File: config.mk
export PLATFORM = sky130hd
export DESIGN_NAME = rcrs_div_cell
export DESIGN_NICKNAME = d
export VERILOG_FILES = /design/src/rtl/rcrs_div_cell.sv
export SDC_FILE = /design/constraint.sdc
export NUM_CORES = 1
export LEC_CHECK = 0
export BUFFER_PORTS_ARGS = -buffer_cell sky130_fd_sc_hd__buf_2
export CAP_MARGIN = 20
export CORE_ASPECT_RATIO = 0.9
export CORE_MARGIN = 2
export CORE_UTILIZATION = 44
export DETAILED_ROUTE_END_ITERATION = 8
export MAX_ROUTING_LAYER = met4
export PLACE_DENSITY = 0.81
export SETUP_SLACK_MARGIN = 0.1
export SYNTH_ARGS = -nofsm -noshare
export SYNTH_HDL_FRONTEND = slang
export SYNTH_SLANG_ARGS = --single-unit
File: constraint.sdc
create_clock -name i_clk -period 1.96 [get_ports i_clk]
set_input_delay 0.098 -clock i_clk [delete_from_list [all_inputs] [get_ports i_clk]]
set_output_delay 0.098 -clock i_clk [all_outputs]
set_load 0.03 [all_outputs]
File: src/rtl/rcrs_div_cell.sv
// ----------------------------------------------------------------------------
// rcrs_div_cell
// One restoring division step: shift in a numerator bit, compare, subtract.
// ----------------------------------------------------------------------------
module rcrs_div_cell #(
    parameter int RW = 13,
    parameter int NW = 1,
    parameter int QW = 15,
    parameter int PW = 1
) (
    input  logic          i_clk,
    input  logic          i_rst_n,
    input  logic          i_en,
    input  logic          i_valid,
    input  logic [RW-1:0] i_rem,
    input  logic [RW-1:0] i_div,
    input  logic [NW-1:0] i_num,
    input  logic [QW-1:0] i_quo,
    input  logic [PW-1:0] i_pay,
    output logic          o_valid,
    output logic [RW-1:0] o_rem,
    output logic [RW-1:0] o_div,
    output logic [NW-1:0] o_num,
    output logic [QW-1:0] o_quo,
    output logic [PW-1:0] o_pay
);

    logic [RW-1:0] shifted;
    logic          take;
    logic [RW-1:0] n_rem;

    assign shifted = {i_rem[RW-2:0], i_num[NW-1]};
    assign take    = shifted >= i_div;
    assign n_rem   = take ? shifted - i_div : shifted;

    always_ff @(posedge i_clk) begin
        if (!i_rst_n) begin
            o_valid <= 1'b0;
        end else if (i_en) begin
            o_valid <= i_valid;
        end
    end

    always_ff @(posedge i_clk) begin
        if (i_en) begin
            o_rem <= n_rem;
            o_div <= i_div;
            o_num <= i_num << 1;
            o_quo <= {i_quo[QW-2:0], take};
            o_pay <= i_pay;
        end
    end

endmodule

Word level (Yosys, flattened, before mapping)
Index checks and enable logic that the tools add are counted.
{"block": "word_totals", "word_cells": 8, "inputBits": 47, "reg_bits": 43, "rom_bits": 0, "n_memories": 0, "latch_bits": 0, "mem_bits_rw": 0, "output_inout_bits": 44}
{"block": "op_classes", "eq_ne": 0, "mul": 0, "bitwise": 0, "n_lt_le_gt_ge": 1, "muxes": 1, "reduce_logical": 0, "n_div": 0, "add_sub_neg": 1, "shifts": 0}
{"operator": "$ge 13x13->1", "count": 1}
{"operator": "$mux 13", "count": 1}
{"operator": "$sub 13x13->13", "count": 1}

Depth between registers and ports, before layout
Gate-level depths: netlist (run 1).
{"block": "logic_depth", "ltp_word": 2, "ltp_mapped": 10, "ltp_nobuf": 9}

Worst setup path before layout (run 1)
No wires, ideal clock.
{"block": "synth_path", "path_type": "input-to-reg", "startpoint": "in i_div[1]", "endpoint": "reg o_rem[10] (data pin)", "setup_slack_ns": -0.158, "arrival_ns": 1.858, "setup_time_ns": 0.260, "t_required_ns": 1.700, "path_stages": 9, "n_path_buf": 1, "cell_sequence": "inv_1 ha_1 nor2b_4 o31a_1 o21ai_2 a21oi_2 a211oi_4 buf_12 mux2_4"}
{"block": "synth_between", "elab_chain_cells": 2, "word_cells_on_any_way": 3, "classes_between": "add/sub (1); order compare (1); mux (1)"}
{"item": "start, declared", "line_no": "16", "source": "input logic [RW-1:0] i_div,"}
{"item": "$sub 13x13->13 / $ge 13x13->1 (equally long branches)", "line_no": "34, 33"}
{"item": "$mux 13 *", "line_no": "34", "source": "assign n_rem = take ? shifted - i_div : shifted;"}
{"item": "named net n_rem[10]", "line_no": "30", "source": "logic [RW-1:0] n_rem;"}
{"item": "end signal, assigned", "line_no": "46", "source": "o_rem <= n_rem;"}
{"item": "end, declared", "line_no": "21", "source": "output logic [RW-1:0] o_rem,"}
The timed path passes the listed nets; every way through them passes the cells marked *.
A chain may end at the register's enable or synchronous reset.

Worst setup path after layout (run 1)
{"block": "layout_path", "startpoint": "in i_rem[0]", "endpoint": "reg o_rem[12] (data pin)"}
{"block": "layout_between", "elab_chain_cells": 2, "word_cells_on_any_way": 3, "classes_between": "add/sub (1); order compare (1); mux (1)"}
{"item": "start, declared", "line_no": "15", "source": "input logic [RW-1:0] i_rem,"}
{"item": "$sub 13x13->13 / $ge 13x13->1 (equally long branches)", "line_no": "34, 33"}
{"item": "$mux 13 *", "line_no": "34"}
{"item": "named net n_rem[12]", "line_no": "30"}
Marks and branches as above.

==> impl_metrics.csv, run 1 <==
group,metric,value,unit
outcome,status,"finished clean",
grt,overflow,0,
yosys,ys.flop_type,"edfxtp_1",
power,p_leak,1.613,nW
critical_path,cp_cell_sequence,"buf_6 > ha_4 > nor2b_4 > o31a_1 > o21ai_2 > a21oi_2 > a211oi_4 > buf_12 > mux2_2",
finish,fill_cells,340,
critical_path,slowest_stage,"a211oi_4",
power,power.total,2.814,mW
power,switching_share,0.2817,
power,p_per_area,792.3,nW/um^2
yosys,yosysUniqueCellTypes,41,
finish,drive_above_1_share,0.4954,
power,p_seq_frac,0.403,
finish,post-route-util,0.7213,
yosys,synth_edf_count,42,
critical_path,slowest_delay,0.34,ns
critical_path,r2r_end,"o_valid$_SDFFE_PN0P_",
power,p_sw,792.7,uW
cts,clockBufferDepth,2,
yosys,synth.top_cell.area_share,0.5551,
finish,final_common_cell,"buf_2",
route,wl_per_cell,14.43,um
place,placed_cell_area,3077,sq um
cts,path_clk_slew,0.08,ns
place,place_ws,-0.2353,ns
power,peakVddDrop,0.4392,mV
cts,cts_htree_levels,2,
floorplanning,initial_core_util,0.4614,
yosys,syn_inst,175,
hold_path,hp-class,"primary input to register",
floorplanning,die_area,5756,sq um
place,hpwlAfterDp,4.015,mm
finish,nNetsFinal,385,
finish,area_delta_synth_final,56.33,%
critical_path,rr_startpoint,"o_valid$_SDFFE_PN0P_",
floorplanning,io_pins,91,
place,place.gp.congestion,0.8539,
critical_path,cp_max_fo,7,
yosys,yosys-top-cells-area,"edfxtp_1 (56%), ha_1 (7.2%), mux2_4 (4.6%)",
timing,finalClockSkew,0,ns
hold_path,min_from,"i_div[12]",
yosys,synthArstFlopShare,0,
yosys,syn_avg_cell_area,12.98,sq um
finish,instances_no_fill,390,
route,drtIter0Drc,117,
floorplanning,placementRows,24,
finish,most-common-layout-cells,"buf_2 (85), edfxtp_1 (42), buf_4 (33)",
cts,cts_sinks,43,
route,vias,1925,
yosys,synth_warnings,0,
timing,finalMaxSlewViolations,0,
route,firstDrtPassIters,4,
yosys,synth_fp_nets,236,
place,post-place-cells,356,
finish,multi_input_area,991.0,sq um
grt,antenna_found_initial,0,
power,comb_power_share,0.310,
grt,track_usage,0.1975,
timing,rsz0062_at_grt,"yes",
timing,hold_viol_final,0,
timing,fin_ws,0.02836,ns
cts,root_buffer,"clkbuf_8",
yosys,synth_top_area_cell,"edfxtp_1",
yosys,ys_seq_elements,43,
grt,grt_pass1_vias,1768,
cts,clkLatencyLatePin,0.29,ns
run,maxCapViolations,0,
route,drc,0,
finish,postLayoutCellArea,3552,sq um
yosys,synth_area,2272,sq um
timing,finalSetupViolations,0,
cts,cts_tree,"built",
route,wl,5.627,mm
floorplanning,die_h,72.18,um
hold_path,hold_path_depth,1,
cts,cts_buffers,5,
place,port_buffers,87,
critical_path,path_delay_family,"compound AO/OA/AOI/OAI gates",
critical_path,crit_path_end_kind,"register",
timing,period_share,0.9855,
grt,grt_first_pass_wirelength,8.349,mm
finish,seq_area,1281,sq um
critical_path,reg2reg_depth,2,
timing,fmax,517.7,MHz
floorplanning,core_region_area,4925,sq um
floorplanning,die_w,79.75,um
hold_path,holdPathEnd,"o_div[12]$_DFFE_PP_",
timing,fin_crit,1.932,ns
critical_path,cp_num_buf_inv,2,
power,p_int,2.022,mW
finish,diodes,0,
grt,grt_max_degree,44,
critical_path,worst_setup_path_start_kind,"primary input",
route,vias_per_cell,4.936,
route,ant_nets,0,
power,power_frac_clock,0.287,
yosys,synth_seq_area_share,0.5639,
critical_path,criticalPathCategory,"primary input to register",
critical_path,rrSetupSlack,1.35,ns
critical_path,cp.required,2.00,ns
critical_path,worstPathArrival,1.98,ns
metal layers:
layer / part of all wire / vias up / track usage
met5: 0 / - / -
met4: 0.012 / 0 / 0.07345
met3: 0.055 / 6 / 0.03856
met2: 0.47 / 68 / 0.3100
met1: 0.46 / 904 / 0.2574
li1: - / 947 / -
power groups by stage:
stage / Sequential [mW] / Combinational (mW) / Clock (mW)
2_1_floorplan: 1.34 / 0.313 / 0
3_3_place_gp: 1.15 / 0.771 / 0
3_5_place_dp: 1.15 / 0.786 / 0
4_1_cts: 1.13 / 0.829 / 0.828
5_1_grt: 1.14 / 0.928 / 0.850
6_report: 1.13 / 0.872 / 0.808
how the worst max path moves through the flow:
stage,start,endpoint,slack (ns),cells after the start
4_1_cts,i_div[1],o_rem[4]$_DFFE_PP_,0.07,10
2_1_floorplan,i_rem[0],o_rem[10]$_DFFE_PP_,-0.04,8
5_1_grt,i_rem[0],o_rem[8]$_DFFE_PP_,-0.003,9
3_5_place_dp,i_div[1],o_rem[4]$_DFFE_PP_,-0.24,10
3_3_place_gp,i_rem[7],o_rem[2]$_DFFE_PP_,-0.21,9
6_report,i_rem[0],o_rem[12]$_DFFE_PP_,0.03,9
synth_stat cells, types with 2 or more instances:
cell type  instances
nor4_1             2
buf_2              2
nand3_1            2
o21ai_0            7
inv_1             15
mux2_4             7
xor2_1             2
or3_1              2
ha_1              13
o21a_1             5
xnor2_1            5
or2_2              2
mux2i_1            3
and4_1             2
mux2_2             5
a21oi_1           12
edfxtp_1          42
nand2_1           11
nor3_1             2
nor2b_1            2
nor2_1             9
o211ai_1           3
a21o_1             2
per-stage QoR:
step / TNS (ns) / hold WS (ns)
finish: 0 / 0.01849
global route: -0.002642 / 0.008691
CTS: 0 / 0.002924
detailed placement: -2.376 / 0.2761
global placement: -2.204 / 0.2745
floorplan: -0.3127 / 0.1969
worst register-to-register path: stages, from the launching register on:
cell	delay (ns)
dfxtp_1	0.31
mux2i_1	0.13
nor2b_1	0.07
logic make-up after synthesis:
kind of cell,Yosys count,share of synthesized area
AOI/OAI and AO/OA,40,0.1223
xor gates and xnor gates,7,0.02698
adders and majority gates,14,0.08040
buffers and inverters,20,0.04295
DFF,43,0.5639
muxes,15,0.08425
other,1,0.001650
and+or+nand+nor,35,0.07764
what timing repair did:
action	CTS	global route
gates resized for setup	1	16
endpoints found under the setup margin	5	11
endpoints found under the hold margin	24	0
cloned	0	1
hold buffers	24	0
buffers inserted	0	1
pin swaps	0	2
flip-flops by register name (all words and copies together), names as in the netlist:
name,cells
o_div,13
o_pay,1
o_quo,15
o_rem,13
o_valid,1
cell type report:
cell class / count / area share
Clock buffer: 6 / 0.02043
Clock inverter: 2 / 0.01691
Inverter: 15 / 0.01726
Multi-Input combinational cell: 112 / 0.2790
Sequential cell: 43 / 0.3607
Tap cell: 65 / 0.02290
Timing Repair Buffer: 147 / 0.2828
No activity file was read; power rests on OpenSTA's default activity.
==> run 2: changes to the inputs <==
--- a/config.mk
+++ b/config.mk
@@ -12,8 +12,9 @@
 export CORE_UTILIZATION = 44
 export DETAILED_ROUTE_END_ITERATION = 8
 export MAX_ROUTING_LAYER = met4
-export PLACE_DENSITY = 0.81
+export PLACE_DENSITY = 0.77
 export SETUP_SLACK_MARGIN = 0.1
+export SLEW_MARGIN = 10
 export SYNTH_ARGS = -nofsm -noshare
 export SYNTH_HDL_FRONTEND = slang
 export SYNTH_SLANG_ARGS = --single-unit
==> run 2 against run 1 <==
Against the previous run:
- combinational power decreased by 2.3%
- design area about the same
- clock skew unchanged
- routed wire length decreased by 2.1%
- sequential power about the same
- via count increased by 0.52%
- fmax increased by 4.3%
- non-clock buffer count increased by 8
- clock-buffer cell count unchanged
- setup slack improved by 0.079 ns
- die area unchanged
- flip-flop and latch count unchanged
- critical path type unchanged
- largest cell class unchanged
- largest power group unchanged
- highest routed layer unchanged
==> impl_metrics.csv, run 2 (synthesis gave the netlist of run 1 again) <==
group,metric,value,unit
place,post-place-cells,361,
floorplanning,core_region_area,4925,sq um
finish,nNetsFinal,393,
cts,cts_htree_levels,2,
floorplanning,die_h,72.18,um
grt,grt_max_degree,44,
cts,clkLatencyLatePin,0.29,ns
floorplanning,io_pins,91,
finish,top_register,"o_quo",
critical_path,cp_num_buf_inv,3,
critical_path,worstPathArrival,1.91,ns
timing,maxSlewHeadroom,0.6348,
route,vias,1935,
finish,largest_reg_flops,15,
timing,finalMaxSlewViolations,0,
finish,diodes,0,
route,ant_nets,0,
timing,period_share,0.9451,
hold_path,hp-class,"primary input to register",
floorplanning,die_w,79.75,um
cts,path_clk_slew,0.08,ns
run,maxCapViolations,0,
place,hpwlAfterDp,4.000,mm
place,place.gp.congestion,0.9230,
critical_path,cp_cell_sequence,"buf_4 > inv_6 > ha_4 > nor2b_4 > o31a_1 > o21ai_2 > a21oi_2 > a211oi_4 > buf_6 > mux2_4",
timing,tightest_slew,0.5478,ns
finish,most-common-layout-cells,"buf_2 (86), edfxtp_1 (42), buf_4 (39)",
route,firstDrtPassIters,4,
timing,hold_slack,0.02065,ns
power,p_leak,1.633,nW
route,drc,0,
power,p_per_area,788.4,nW/um^2
critical_path,cp_max_fo,6,
place,placed_cell_area,3089,sq um
grt,grt_first_pass_wirelength,8.700,mm
route,wl,5.511,mm
critical_path,cp.required,2.01,ns
critical_path,slowest_delay,0.30,ns
timing,fmax,539.8,MHz
finish,area_delta_synth_final,56.28,%
grt,track_usage,0.2044,
timing,rsz0062_at_grt,"yes",
critical_path,slowest_stage,"a211oi_4",
route,drtIter0Drc,71,
place,port_buffers,87,
floorplanning,initial_core_util,0.4614,
route,wl_per_cell,13.85,um
cts,clockBufferDepth,2,
timing,finalClockSkew,0,ns
critical_path,worst_setup_path_start_kind,"primary input",
route,vias_per_cell,4.862,
finish,drive_above_1_share,0.4925,
cts,cts_buffers,5,
cts,cts_tree,"built",
grt,antenna_found_initial,0,
grt,grt_pass1_vias,1989,
cts,root_buffer,"clkbuf_8",
power,power.total,2.800,mW
finish,instances_no_fill,398,
timing,fin_crit,1.852,ns
power,peakVddDrop,0.3698,mV
finish,postLayoutCellArea,3551,sq um
floorplanning,placementRows,24,
finish,final_common_cell,"buf_2",
critical_path,criticalPathCategory,"primary input to register",
timing,hold_viol_final,0,
timing,finalSetupViolations,0,
finish,reg.largest.list,"o_quo (15), o_div (13), o_rem (13)",
outcome,status,"finished clean",
critical_path,path_delay_family,"compound AO/OA/AOI/OAI gates",
floorplanning,die_area,5756,sq um
cts,cts_sinks,43,
finish,post-route-util,0.7210,
grt,overflow,0,
critical_path,crit_path_end_kind,"register",
## run 2: changes by cell type in the layout (fill, tap and decap cells not counted), sizes merged
cell,delta
clkinv,-1
dlygate4sd3,+3
clkbuf,-1
buf,+6
inv,+1
## run 2: final timing paths
kind / end / slack [ns] / depth (start not counted) / start
setup / recovery: o_rem[4]$_DFFE_PP_ / 0.11 / 10 / i_div[1]
hold / removal: o_valid$_SDFFE_PN0P_ / 0.02 / 2 / i_rst_n
setup reg to reg: o_valid$_SDFFE_PN0P_ / 1.37 / 2 / o_valid$_SDFFE_PN0P_
hold reg to reg: o_valid$_SDFFE_PN0P_ / 0.53 / 2 / o_valid$_SDFFE_PN0P_
## run 2: area by class of cell
type / instances / area (sq um)
fill: 360 / 1374
sequential: 43 / 1281
timing repair buffer: 155 / 1027
multi-input combinational: 112 / 967.2
tap: 65 / 81.33
clock buffer: 6 / 72.57
inverter: 15 / 61.31
clock inverter: 2 / 60.06
## run 2: routing by layer
metal  vias to the layer above  GRT usage  share of wire
met1                       896     0.2320           0.42
met3                         9    0.05224          0.069
met5                         -          -              0
met2                        65     0.3473           0.49
met4                         0    0.08286          0.018
li1                        965          -              -
## run 2: power breakdown
group	switching, mW	internal [mW]
registers	0.0197	1.11
logic	0.463	0.389
clock network	0.304	0.509
## run 2: worst reg2reg max path, stage by stage (launching register included)
cell	delay, ns
dfxtp_1	0.31
mux2i_1	0.12
nor2b_1	0.06
## run 2: what timing repair did
action                                 in CTS  in global routing
pin swaps                                   0                  3
endpoints found under the hold margin      26                  1
gates cloned                                0                  0
hold buffers                               26                  1
gates resized for setup                     1                 11
setup endpoints to repair                   2                 11
buffers inserted                            0                  2
## run 2: per-stage QoR
| step | TNS (ns) | setup WS, ns |
|---|---|---|
| after global routing | 0 | 0.06275 |
| after CTS | 0 | 0.1120 |
| final | 0 | 0.1076 |
| after detailed placement | -2.190 | -0.2500 |
| after global placement | -1.941 | -0.2276 |
| after floorplan | -0.3127 | -0.04468 |
