===== src/rtl/rcrs_sqrt_cell.sv =====
// ----------------------------------------------------------------------------
// rcrs_sqrt_cell
// One digit-by-digit square root step: two radicand bits in, one root bit out.
// ----------------------------------------------------------------------------
module rcrs_sqrt_cell #(
    parameter int RW = 25,
    parameter int NW = 50,
    parameter int PW = 1
) (
    input  logic          i_clk,
    input  logic          i_rst_n,
    input  logic          i_en,
    input  logic          i_valid,
    input  logic [RW+1:0] i_rem,
    input  logic [RW-1:0] i_root,
    input  logic [NW-1:0] i_num,
    input  logic [PW-1:0] i_pay,
    output logic          o_valid,
    output logic [RW+1:0] o_rem,
    output logic [RW-1:0] o_root,
    output logic [NW-1:0] o_num,
    output logic [PW-1:0] o_pay
);

    logic [RW+3:0] cur;
    logic [RW+3:0] trial;
    logic          take;
    logic [RW+3:0] n_rem;

    assign cur   = {i_rem, i_num[NW-1:NW-2]};
    assign trial = {2'b00, i_root, 2'b01};
    assign take  = cur >= trial;
    assign n_rem = take ? cur - trial : cur;

    always_ff @(posedge i_clk) begin
        if (!i_rst_n) begin
            o_valid <= 1'b0;
        end else if (i_en) begin
            o_valid <= i_valid;
        end
    end

    always_ff @(posedge i_clk) begin
        if (i_en) begin
            o_rem  <= n_rem[RW+1:0];
            o_root <= {i_root[RW-2:0], take};
            o_num  <= i_num << 2;
            o_pay  <= i_pay;
        end
    end

endmodule


===== config.mk =====
export PLATFORM = sky130hd
export DESIGN_NAME = rcrs_sqrt_cell
export DESIGN_NICKNAME = d
export VERILOG_FILES = /design/src/rtl/rcrs_sqrt_cell.sv
export SDC_FILE = /design/constraint.sdc
export NUM_CORES = 1
export LEC_CHECK = 0
export BUFFER_PORTS_ARGS = -buffer_cell sky130_fd_sc_hd__buf_2
export CAP_MARGIN = 20
export CORE_MARGIN = 3
export CORE_UTILIZATION = 48
export CTS_CLUSTER_SIZE = 40
export DETAILED_ROUTE_END_ITERATION = 10
export PLACE_DENSITY = 0.8
export SLEW_MARGIN = 10
export SYNTH_ARGS = -nofsm -noshare
export SYNTH_HDL_FRONTEND = slang
export SYNTH_SLANG_ARGS = --single-unit

===== constraint.sdc =====
create_clock -name i_clk -period 4.5 [get_ports i_clk]
set_input_delay 0.9 -clock i_clk [delete_from_list [all_inputs] [get_ports i_clk]]
set_output_delay 0.9 -clock i_clk [all_outputs]
set_load 0.01 [all_outputs]

After elaboration in Yosys (flattened, before gate mapping)
Cells that the tools add are included.
{"block": "op_classes", "add_sub_neg": 1, "magnitude_cmp": 1, "mux": 1}
{"cell": "29-bit by 27-bit >= comparator with 1-bit output", "count": 1}
{"cell": "27-bit two-way mux", "count": 1}
{"cell": "27-bit subtractor", "count": 1}
{"block": "totals", "ff_bits": 102, "input_bits": 107, "out_inout_bits": 104, "wordCells": 8}

Logic depth before layout (Yosys ltp)
Gate-level depths: netlist of the first run.
{"block": "logic_depth", "depth_word": 2, "ltp_mapped": 13, "depth_no_buf": 10}

Least setup slack after synthesis of the first run
Ideal clock, no wire load.
{"block": "synth_timing", "kind": "input port to flip-flop", "startpoint": "input i_root[14]", "endpoint": "register o_rem[10] (data pin)", "setup_time_ns": 0.260, "arrival_ns": 3.366, "required_time_ns": 4.240, "slack_ns": 0.873, "path_stages": 12, "path_buffers": 2, "cell_sequence": "inv_1 ha_1 and3_4 and2_4 a221oi_2 o31ai_1 a41oi_2 o221ai_2 a2111o_1 buf_6 buf_12 mux2_4"}
{"block": "synth_via", "elab_chain_len": 2}
{"element": "start, declared", "line_no": "15", "text": "input logic [RW-1:0] i_root,"}
{"element": "29-bit by 27-bit >= comparator with 1-bit output", "line_no": "32", "text": "assign take = cur >= trial;"}
{"element": "27-bit two-way mux", "line_no": "33", "text": "assign n_rem = take ? cur - trial : cur;"}
{"element": "via n_rem[10]", "line_no": "28", "text": "logic [RW+3:0] n_rem;"}
{"element": "end signal, assigned", "line_no": "45", "text": "o_rem <= n_rem[RW+1:0];"}
{"element": "end, declared", "line_no": "19", "text": "output logic [RW+1:0] o_rem,"}
The timed path passes the listed nets, and every way through them passes these cells.
A chain may end at the register's enable or synchronous reset.

Worst setup path after layout of the first run
{"block": "layout_timing", "startpoint": "input i_root[0]", "endpoint": "register o_rem[26] (data pin)"}
{"block": "layout_via", "elab_chain_len": 2, "elab_cells_between_ends": 3, "classes_between": "add/sub (1); order compare (1); mux (1)"}
{"element": "27-bit subtractor or 29-bit by 27-bit >= comparator with 1-bit output (tied branches)", "line_no": "33, 32"}
{"element": "27-bit two-way mux *", "line_no": "33"}
{"element": "via n_rem[26]", "line_no": "28"}
The timed path passes the listed nets; every way through them passes the cells marked *.

==> results of run 1 <==
-- cells by family (layout without fill, tap and decap cells) --
group           count (synthesis)  count (layout)  share of synthesized area
buf+inv                        55             269                     0.0511
flops                         102             102                      0.605
simple gates                   56              56                     0.0581
xor+xnor                       25              25                     0.0434
compound gates                 76              76                      0.105
mux                            27              27                     0.0695
other cells                     1               2                   0.000744
fa+ha+maj                      27              27                     0.0670
-- cell type report --
| cell class | count | share of cell area |
|---|---|---|
| multi-input cells | 213 | 0.272 |
| inverters | 42 | 0.0247 |
| clock buffers | 11 | 0.0221 |
| repair buffers | 211 | 0.167 |
| clock inverters | 5 | 0.0102 |
| flip-flops and latches | 102 | 0.478 |
| well taps | 133 | 0.0261 |
-- registers in the layout, indices dropped and copies added, names as in the netlist --
signal   flops
o_root      25
o_num       48
o_pay        1
o_rem       27
o_valid      1
-- layer usage --
metal	part of all wire	GRT usage	wire length, um
met1	0.38	0.245	4760
met2	0.51	0.377	6420
met3	0.092	0.0633	1150
met4	0.014	0.0613	176
met5	0.0038	0	48
-- report_power, final --
| group | leakage [nW] | internal [mW] | switching [mW] |
|---|---|---|---|
| Clock | 0.0981 | 0.279 | 0.322 |
| Combinational | 1.83 | 0.246 | 0.283 |
| Sequential | 0.997 | 1.16 | 0.0236 |
-- per-stage QoR --
stage / hold slack [ns] / std cells / setup WS, ns / instance area [sq um]
2_1_floorplan: 0.538 / 370 / 0.873 / 5050
3_3_place_gp: 0.490 / 701 / 0.603 / 6180
3_5_place_dp: 0.546 / 701 / 0.463 / 6180
4_1_cts: 0.561 / 717 / 0.853 / 6380
5_1_grt: 0.609 / 717 / 0.648 / 6380
6_report: 0.551 / 717 / 0.847 / 6380
-- cells in the final DEF, fill, tap and decap left out, types with 7 or more instances in the layout --
cell	count
mux2_2	8
buf_2	207
edfxtp_1	101
xor2_1	7
a21oi_1	23
o21ai_0	9
mux2_4	14
xnor2_1	18
nor2_1	14
ha_1	27
clkbuf_8	10
nand4_1	9
inv_1	42
nand2_1	14
-- critical path, cell delays in order --
cell,delay [ns]
buf_2,0.09
inv_1,0.04
ha_1,0.34
o21ai_0,0.19
a22oi_1,0.32
a21oi_2,0.13
o31ai_1,0.44
a41oi_2,0.25
o221ai_2,0.22
a2111o_1,0.17
buf_4,0.30
mux2_2,0.39
-- worst paths after layout --
check,startpoint,endpoint,slack [ns],cells past startpoint
min reg2reg,o_valid,o_valid,0.55,2
max,i_root[0],o_rem[26],0.85,12
min,o_valid,o_valid,0.55,2
max reg2reg,o_valid,o_valid,3.88,2
==> metrics.md, run 1 <==
| Metric | Value |
|---|---|
| Status | finished, final reports clean |
| Die width | 108 um |
| Antenna diode count | 0 |
| Max VDD drop | 0.000165 V |
| Clock latency on the worst-skew pair | between 0.3 and 0.4 ns |
| Avg Cell Area, Syn | between 10 and 15 sq um |
| TNS Setup | 0 ns |
| Worst hold-check path type | flip-flop to flip-flop |
| Synth warnings | 0 |
| CTS tree | yes |
| Slew Limit Fails | 0 |
| Number of buffers created by CTS | 9 |
| Site row count | 36 |
| GRT Util Overall | 0.211 |
| Tightest Pin Transition | ~1.0 ns |
| Crit. End Element | flip-flop |
| Total power | 2.31 mW |
| Die area | 11,800 sq um |
| Library cells used by synthesis | 55 |
| Setup CP Type | input port to flip-flop |
| Post-cts gate resize count | 0 |
| Cells after synthesis | about 370 |
| Crit path time final | between 3 and 4 ns |
| Worst Setup Start Kind | input port |
| Clk sinks | 102 |
| WL/cell | 17.5 um |
| P&R area growth vs syn | 26.6% |
| Post-synth ARST share | 0 |
| Via count | 3,720 |
| Top_reg_cell synth | edfxtp_1 |
| Synth area leader | edfxtp_1 |
| # setup viols final | 0 |
| Max capacitance violation total | 0 |
| RSZ-0062 raised after global routing | no |
| First-pass iteration count of the detailed router | 4 |
| Synth area leaders | edfxtp_1 (60%), ha_1 (6.7%), mux2_4 (4.2%) |
| Largest net degree at the start of global routing | 81 |
| Final net count | 713 |
| Max frequency | ~270 MHz |
| Vias in the first global route | 3,739 |
| Top-count cell post-synth | edfxtp_1 |
| Number of vias per cell | roughly 5.2 |
| RePlAce Congestion | 0.844 |
| DRT iter0 DRCs | 219 |
| Period utilization | 0.812 |
| Share of the synthesized area in the top cell type | 0.601 |
| Filler cell count | 833 |
| Core area | 10000 sq um |
| Layout cells sized above 1 | 0.447 |
| Final hold violation count | 0 |
| Clk_skew | 0 ns |
| Core Util, Final | 0.639 |
| H-tree depth | 3 |
| Lkg Pwr | 2.92 nW |
| Hold buffer count at cts | 0 |
| Root Driver | clkbuf_8 |
| Initial antenna violation count | 3 |
| Sequential share of the synthesized area | 0.605 |
| Synthesized area | 5040 sq um |
| CTS max path bufs | 2 |
| First-pass GRT wire length | 19.0 mm |
| Global route overflow | 0 |
| Number of remaining DRC errors | 0 |
| Max-slew headroom at the worst pin | 0.328 |
| Final HPWL DP | 9.85 mm |
| CP arrival | 3.77 ns |
| PortBufs | 208 |
| CP Data Required Time | about 4.6 ns |
| Die height | between 100 and 150 um |
| Final wirelength | approximately 13 mm |
| Sequential cell area | between 3000 and 4000 sq um |
| Starting density of the core | 0.504 |
| CP max FO | 16 |
| Clk slew on worst S/H paths | 0.10 ns |
| Number of synthesized flops with an enable pin | between 100 and 150 |
| Pwr dens | 362 nW/um^2 |
| Commonest cells post-synth | edfxtp_1 (101), inv_1 (42), ha_1 (27), a21oi_1 (23), xnor2_1 (18) |
| Post-route ant nets | 0 |
| Synthesis-stage register bit count | 102 |
| Footprint of the multi-input gates | ~1700 sq um |
| IO Count | 211 |
| Post-CTS setup buffer count | 0 |
Note: power is estimated with default switching activity, not from simulation.
==> run 2, diff against run 1 <==
CORE_UTILIZATION = 44   (was 48)
PLACE_DENSITY = 0.77   (was 0.8)
clock period = 3.3 ns   (was 4.5 ns; I/O delays follow)
==> metrics.md, run 2 (synthesis gave the netlist of run 1 again) <==
| Metric | Value |
|---|---|
| Fin worst setup slack | 0.181 ns (-0.667 ns) |
| Global route overflow | 0 (unchanged) |
| Top Registers | o_num (48), o_rem (27), o_root (25) |
| # setup viols final | 0 (unchanged) |
| Metal-1 WL | 5.35 mm (+12%) |
| RePlAce Congestion | 0.906 (+7.4%) |
| CP Depth | 12 (unchanged) |
| Max incr delay on CP | 0.48 ns (+0.04 ns) |
| Dpl cell area | 6630 sq um (+7.2%) |
| Pwr dens | 503 nW/um^2 (+39%) |
| DR WL met2 | 6.62 mm (+3.1%) |
| Non-filler cells, final | 774 (+7.9%) |
| Via count | 3,884 (+4.4%) |
| Met3 WL | 1.10 mm (-4.3%) |
| CP Data Required Time | 3.40 ns (-1.22 ns) |
| Die height | 113 um (+4.2%) |
| Lkg Pwr | 3.22 nW (+10%) |
| Tightest Pin Transition | 0.648 ns (-0.361 ns) |
| CP max-delay cell | a2111o_1 |
| IO Count | 211 (unchanged) |
| Final HPWL DP | 10.6 mm (+7.3%) |
| DRT iter0 DRCs | 290 (+32%) |
| Slew Limit Fails | 0 (unchanged) |
| PortBufs | 208 (unchanged) |
| CP Buf/Inv Count | 3 (unchanged) |
| Crit. End Element | flip-flop |
| Max VDD drop | 0.000337 V (+100%) |
| CP max FO | 13 (-3) |
| Starting density of the core | 0.457 (-0.0471) |
| WL/cell | 17.1 um (-2.1%) |
| Initial antenna violation count | 0 (-3) |
| Logic depth of the worst register-to-register path | 2 (unchanged) |
| First-pass GRT wire length | 20.6 mm (+8.4%) |
| Dpl ws | -0.222 ns (-0.685 ns) |
| Worst path top cell family by delay | compound AO/OA/AOI/OAI gates |
| Clk sinks | 102 (unchanged) |
| First-pass iteration count of the detailed router | 4 (unchanged) |
| Crit-path cells | buf_2 > inv_1 > ha_1 > a21oi_2 > o21ai_1 > a221oi_2 > o31ai_2 > a41oi_2 > o221ai_2 > a2111o_1 > buf_6 > mux2_4 |
| CTS tree | yes |
| Total power | 3.48 mW (+51%) |
| Max frequency | 321 MHz |
| Post-CTS setup buffer count | 0 (unchanged) |
| Max capacitance violation total | 0 (unchanged) |
| Clock latency on the worst-skew pair | 0.35 ns (-0.02 ns) |
| Most frequent cells in the layout | buf_2 (207), edfxtp_1 (101), buf_4 (53) |
| CP arrival | 3.22 ns (-0.55 ns) |
| Worst R2R Setup Slack | 2.69 ns (-1.19 ns) |
| Post-cts gate resize count | 0 (unchanged) |
| Largest net degree at the start of global routing | 50 (-38%) |
| Core Util, Final | 0.627 (-0.0112) |
| CTS max path bufs | 2 (unchanged) |
| Period utilization | 0.945 |
| Final net count | 764 (+7.2%) |
| CP startpoint | i_root[10] |
| Final wirelength | 13.3 mm (+5.6%) |
| Max-slew headroom at the worst pin | 0.568 (+0.240) |
| Highest routed layer | met4 |
| Die area | 12,800 sq um (+8.6%) |
| Antenna diode count | 0 (unchanged) |
| Vias in the first global route | 4,036 (+7.9%) |
| Top reg by flops | o_num |
| H-tree depth | 3 (unchanged) |
| CP endpoint | o_rem[13] |
| Worst Setup Start Kind | input port |
| RSZ-0062 raised after global routing | no |
| Crit path time final | 3.12 ns |
| Status | finished, final reports clean |
| P&R area growth vs syn | 37.2% |
| Clk_skew | 0 ns (unchanged) |
| Post-route ant nets | 0 (unchanged) |
| Number of remaining DRC errors | 0 (unchanged) |
| Placed cells | 759 (+8.3%) |
| Reg-to-reg startpoint | o_valid |
| Number of flip-flops in the largest register | 48 (unchanged) |
| Site row count | 38 (+5.6%) |
| Layout cells sized above 1 | 0.497 (+0.0499) |
| Clk slew on worst S/H paths | 0.07 ns (-0.03 ns) |
| Number of vias per cell | 5.02 (-3.3%) |
| Number of buffers created by CTS | 9 (unchanged) |
| Reg2reg end | o_valid |
| Core area | 11,000 sq um (+10%) |
| Commonest non-fill, non-tap cell in the layout | buf_2 |
| Hold buffer count at cts | 0 (unchanged) |
| Root Driver | clkbuf_16 |
| Final hold violation count | 0 (unchanged) |
| Worst hold-check path type | input port to flip-flop |
| GRT Util Overall | 0.209 (-0.00254) |
| Setup CP Type | input port to flip-flop |
| Final instance area | 6920 sq um (+8.4%) |
| Filler cell count | 894 (+7.3%) |
| Die width | 113 um (+4.2%) |
-- run 2: worst min-delay path by stage --
stage               from        end  slack (ns)  cells past startpoint
5_1_grt        i_num[41]  o_num[43]        0.46                      1
3_3_place_gp     o_valid    o_valid        0.51                      2
2_1_floorplan    o_valid    o_valid        0.54                      2
3_5_place_dp     o_valid    o_valid        0.52                      2
6_report       i_num[38]  o_num[40]        0.48                      1
4_1_cts        i_num[38]  o_num[40]        0.46                      1
-- run 2: cell type report --
cell class	count	area, sq um	share of cell area
multi-input cells	213	1780	0.257
flip-flops and latches	102	3050	0.441
inverters	42	158	0.0228
clock inverters	5	61.3	0.00886
clock buffers	10	229	0.0331
well taps	140	175	0.0253
repair buffers	262	1470	0.212
-- run 2: through the flow --
step / setup TNS, ns / hold WS, ns
CTS: 0 / 0.461
global route: 0 / 0.464
finish: 0 / 0.478
global placement: -3.14 / 0.508
detailed placement: -4.04 / 0.524
floorplan: 0 / 0.538
-- run 2: per-layer routing --
layer / vias to the layer above / track usage
met3: 16 / 0.0663
met5: - / 0
met4: 0 / 0.0689
met2: 156 / 0.357
met1: 1821 / 0.250
li1: 1891 / -
-- run 2: report_power, final --
group	internal, mW	total [mW]	leakage (nW)	switching [mW]
Combinational	0.404	0.809	2.08	0.405
Clock	0.587	1.05	0.142	0.467
Sequential	1.58	1.62	0.997	0.0357
Total	2.57	3.48	3.22	0.908
-- run 2: worst reg2reg max path, cell delays in order, from the launching register on --
cell	delay, ns
dfxtp_1	0.31
mux2i_1	0.13
nor2b_1	0.07
==> run 3, diff against run 2 <==
CORE_UTILIZATION = 40   (was 44)
PLACE_DENSITY = 0.69   (was 0.77)
clock period = 3.2 ns   (was 3.3 ns; I/O delays follow)
==> metrics.md, run 3 (synthesis gave the netlist of run 1 again) <==
| Metric | Value |
|---|---|
| Max incr delay on CP | 0.48 ns (about the same) |
| Clock latency on the worst-skew pair | 0.35 ns (about the same) |
| Final net count | 774 (+1.3%) |
| Most frequent cells in the layout | buf_2 (207), edfxtp_1 (101), buf_4 (62) |
| Filler cell count | 1,026 (+15%) |
| RePlAce Congestion | 0.873 (-3.7%) |
| Largest net degree at the start of global routing | 58 (+16%) |
| Core area | 12,200 sq um (+10%) |
| # setup viols final | 0 (unchanged) |
| Crit-path cells | buf_2 > inv_1 > ha_1 > a21oi_2 > o21ai_2 > a221oi_2 > o31ai_2 > a41oi_2 > o221ai_2 > a2111o_1 > buf_12 > mux2_4 |
| Crit path time final | between 3 and 4 ns |
| Status | finished, final reports clean |
| Top Registers | o_num (48), o_rem (27), o_root (25) |
| Worst path top cell family by delay | compound AO/OA/AOI/OAI gates |
| Number of remaining DRC errors | 0 (unchanged) |
| Clk slew on worst S/H paths | 0.08 ns (about the same) |
| CP Depth | 12 (unchanged) |
| Max-slew headroom at the worst pin | 0.612 (+0.0433) |
| Slew Limit Fails | 0 (unchanged) |
| Vias in the first global route | 4,021 (-0.37%) |
| Period utilization | 0.962 |
| CTS max path bufs | 2 (unchanged) |
| Setup CP Type | input port to flip-flop |
| PortBufs | 208 (unchanged) |
| WL/cell | 15.8 um (-7.9%) |
| First-pass GRT wire length | 20.1 mm (-2.2%) |
| Sequential cell area | 3050 sq um (unchanged) |
| Initial antenna violation count | 1 (+1) |
| Layout cells sized above 1 | 0.512 (+0.0148) |
| Clk sinks | 102 (unchanged) |
| Commonest non-fill, non-tap cell in the layout | buf_2 |
| CP Data Required Time | 3.30 ns (-0.10 ns) |
| GRT Util Overall | 0.181 (-0.0281) |
| CP arrival | 3.17 ns (-0.05 ns) |
| Antenna diode count | 0 (unchanged) |
| CP max-delay cell | a2111o_1 |
| RSZ-0062 raised after global routing | no |
| Hold buffer count at cts | 0 (unchanged) |
| DRT iter0 DRCs | 188 (-35%) |
| Logic depth of the worst register-to-register path | 2 (unchanged) |
| Post-CTS setup buffer count | 0 (unchanged) |
| Die height | 118 um (+4.6%) |
| Die area | 14,000 sq um (+9.5%) |
| CTS tree | yes |
| Pwr dens | 504 nW/um^2 (+0.22%) |
| Crit. End Element | flip-flop |
| Max frequency | 325 MHz |
| Starting density of the core | 0.415 (-0.0425) |
| Final HPWL DP | 10.2 mm (-3.6%) |
| Post-cts gate resize count | 0 (unchanged) |
| Via count | 3,927 (+1.1%) |
| Clk_skew | 0 ns (unchanged) |
| Hold path depth | 1 (unchanged) |
| Dpl ws | -0.271 ns (-0.0490 ns) |
| Global route overflow | 0 (unchanged) |
| Die width | 118 um (+4.6%) |
| Post-route ant nets | 0 (unchanged) |
| Footprint of the multi-input gates | 1810 sq um (+1.5%) |
| Max VDD drop | 0.000237 V (-30%) |
| P&R area growth vs syn | 40.2% |
| Number of vias per cell | 4.83 (-3.7%) |
| Final wirelength | 12.8 mm (-3.3%) |
| Final hold violation count | 0 (unchanged) |
| Lkg Pwr | 3.27 nW (+1.7%) |
| Number of flip-flops in the largest register | 48 (unchanged) |
| Root Driver | clkbuf_16 |
| Worst hold-check path type | input port to flip-flop |
| First-pass iteration count of the detailed router | 4 (unchanged) |
| Tightest Pin Transition | 0.583 ns (-0.0650 ns) |
| Site row count | 40 (+5.3%) |
| CP max FO | 16 (+3) |
| CP Buf/Inv Count | 3 (unchanged) |
| IO Count | 211 (unchanged) |
| Worst Setup Start Kind | input port |
| Fin worst setup slack | 0.123 ns (-0.0575 ns) |
| Number of buffers created by CTS | 9 (unchanged) |
| H-tree depth | 3 (unchanged) |
| TNS Setup | 0 ns (unchanged) |
| Top reg by flops | o_num |
| Max capacitance violation total | 0 (unchanged) |
## run 3: cell type report
type                       count  area share
tap                          168      0.0297
clock buffer                  10      0.0324
inverter                      42      0.0223
clock inverter                 6     0.00761
timing repair buffer         272       0.221
multi-input combinational    213       0.255
sequential                   102       0.432
## run 3: final timing paths
| kind | start | endpoint | slack, ns |
|---|---|---|---|
| max | i_root[8] | o_rem[13] | 0.12 |
| min | i_num[31] | o_num[33] | 0.46 |
| min reg2reg | o_valid | o_valid | 0.52 |
| max reg2reg | o_valid | o_valid | 2.62 |
## run 3: metal layers
layer,routed length (um),vias up,part of all wire,track usage
li1,-,1902,-,-
met1,5310,1841,0.41,0.217
met2,6440,167,0.50,0.316
met3,878,15,0.068,0.0426
met4,187,2,0.015,0.0652
met5,13,-,0.0010,0
## run 3: where the power goes
group	switching (mW)	internal, mW	total [mW]
logic	0.418	0.433	0.851
registers	0.0327	1.63	1.67
clock network	0.510	0.541	1.05
total	0.961	2.61	3.57
## run 3: worst register-to-register path: stages (launching register included)
cell and delay [ns]:
dfxtp_1 0.31, mux2i_1 0.11, nor2b_1 0.06
## run 3: through the flow
| stage | power [mW] | instance area [sq um] | util | hold WS [ns] | instances |
|---|---|---|---|---|---|
| after floorplan | 2.16 | 5110 | - | 0.538 | 370 |
| final | 3.57 | 7070 | 0.581 | 0.458 | 813 |
| after global placement | 2.53 | 6780 | 0.557 | 0.503 | 797 |
| after CTS | 3.60 | 7060 | 0.580 | 0.447 | 813 |
| after detailed placement | 2.55 | 6780 | 0.557 | 0.511 | 797 |
| after global routing | 3.73 | 7070 | 0.581 | 0.448 | 813 |
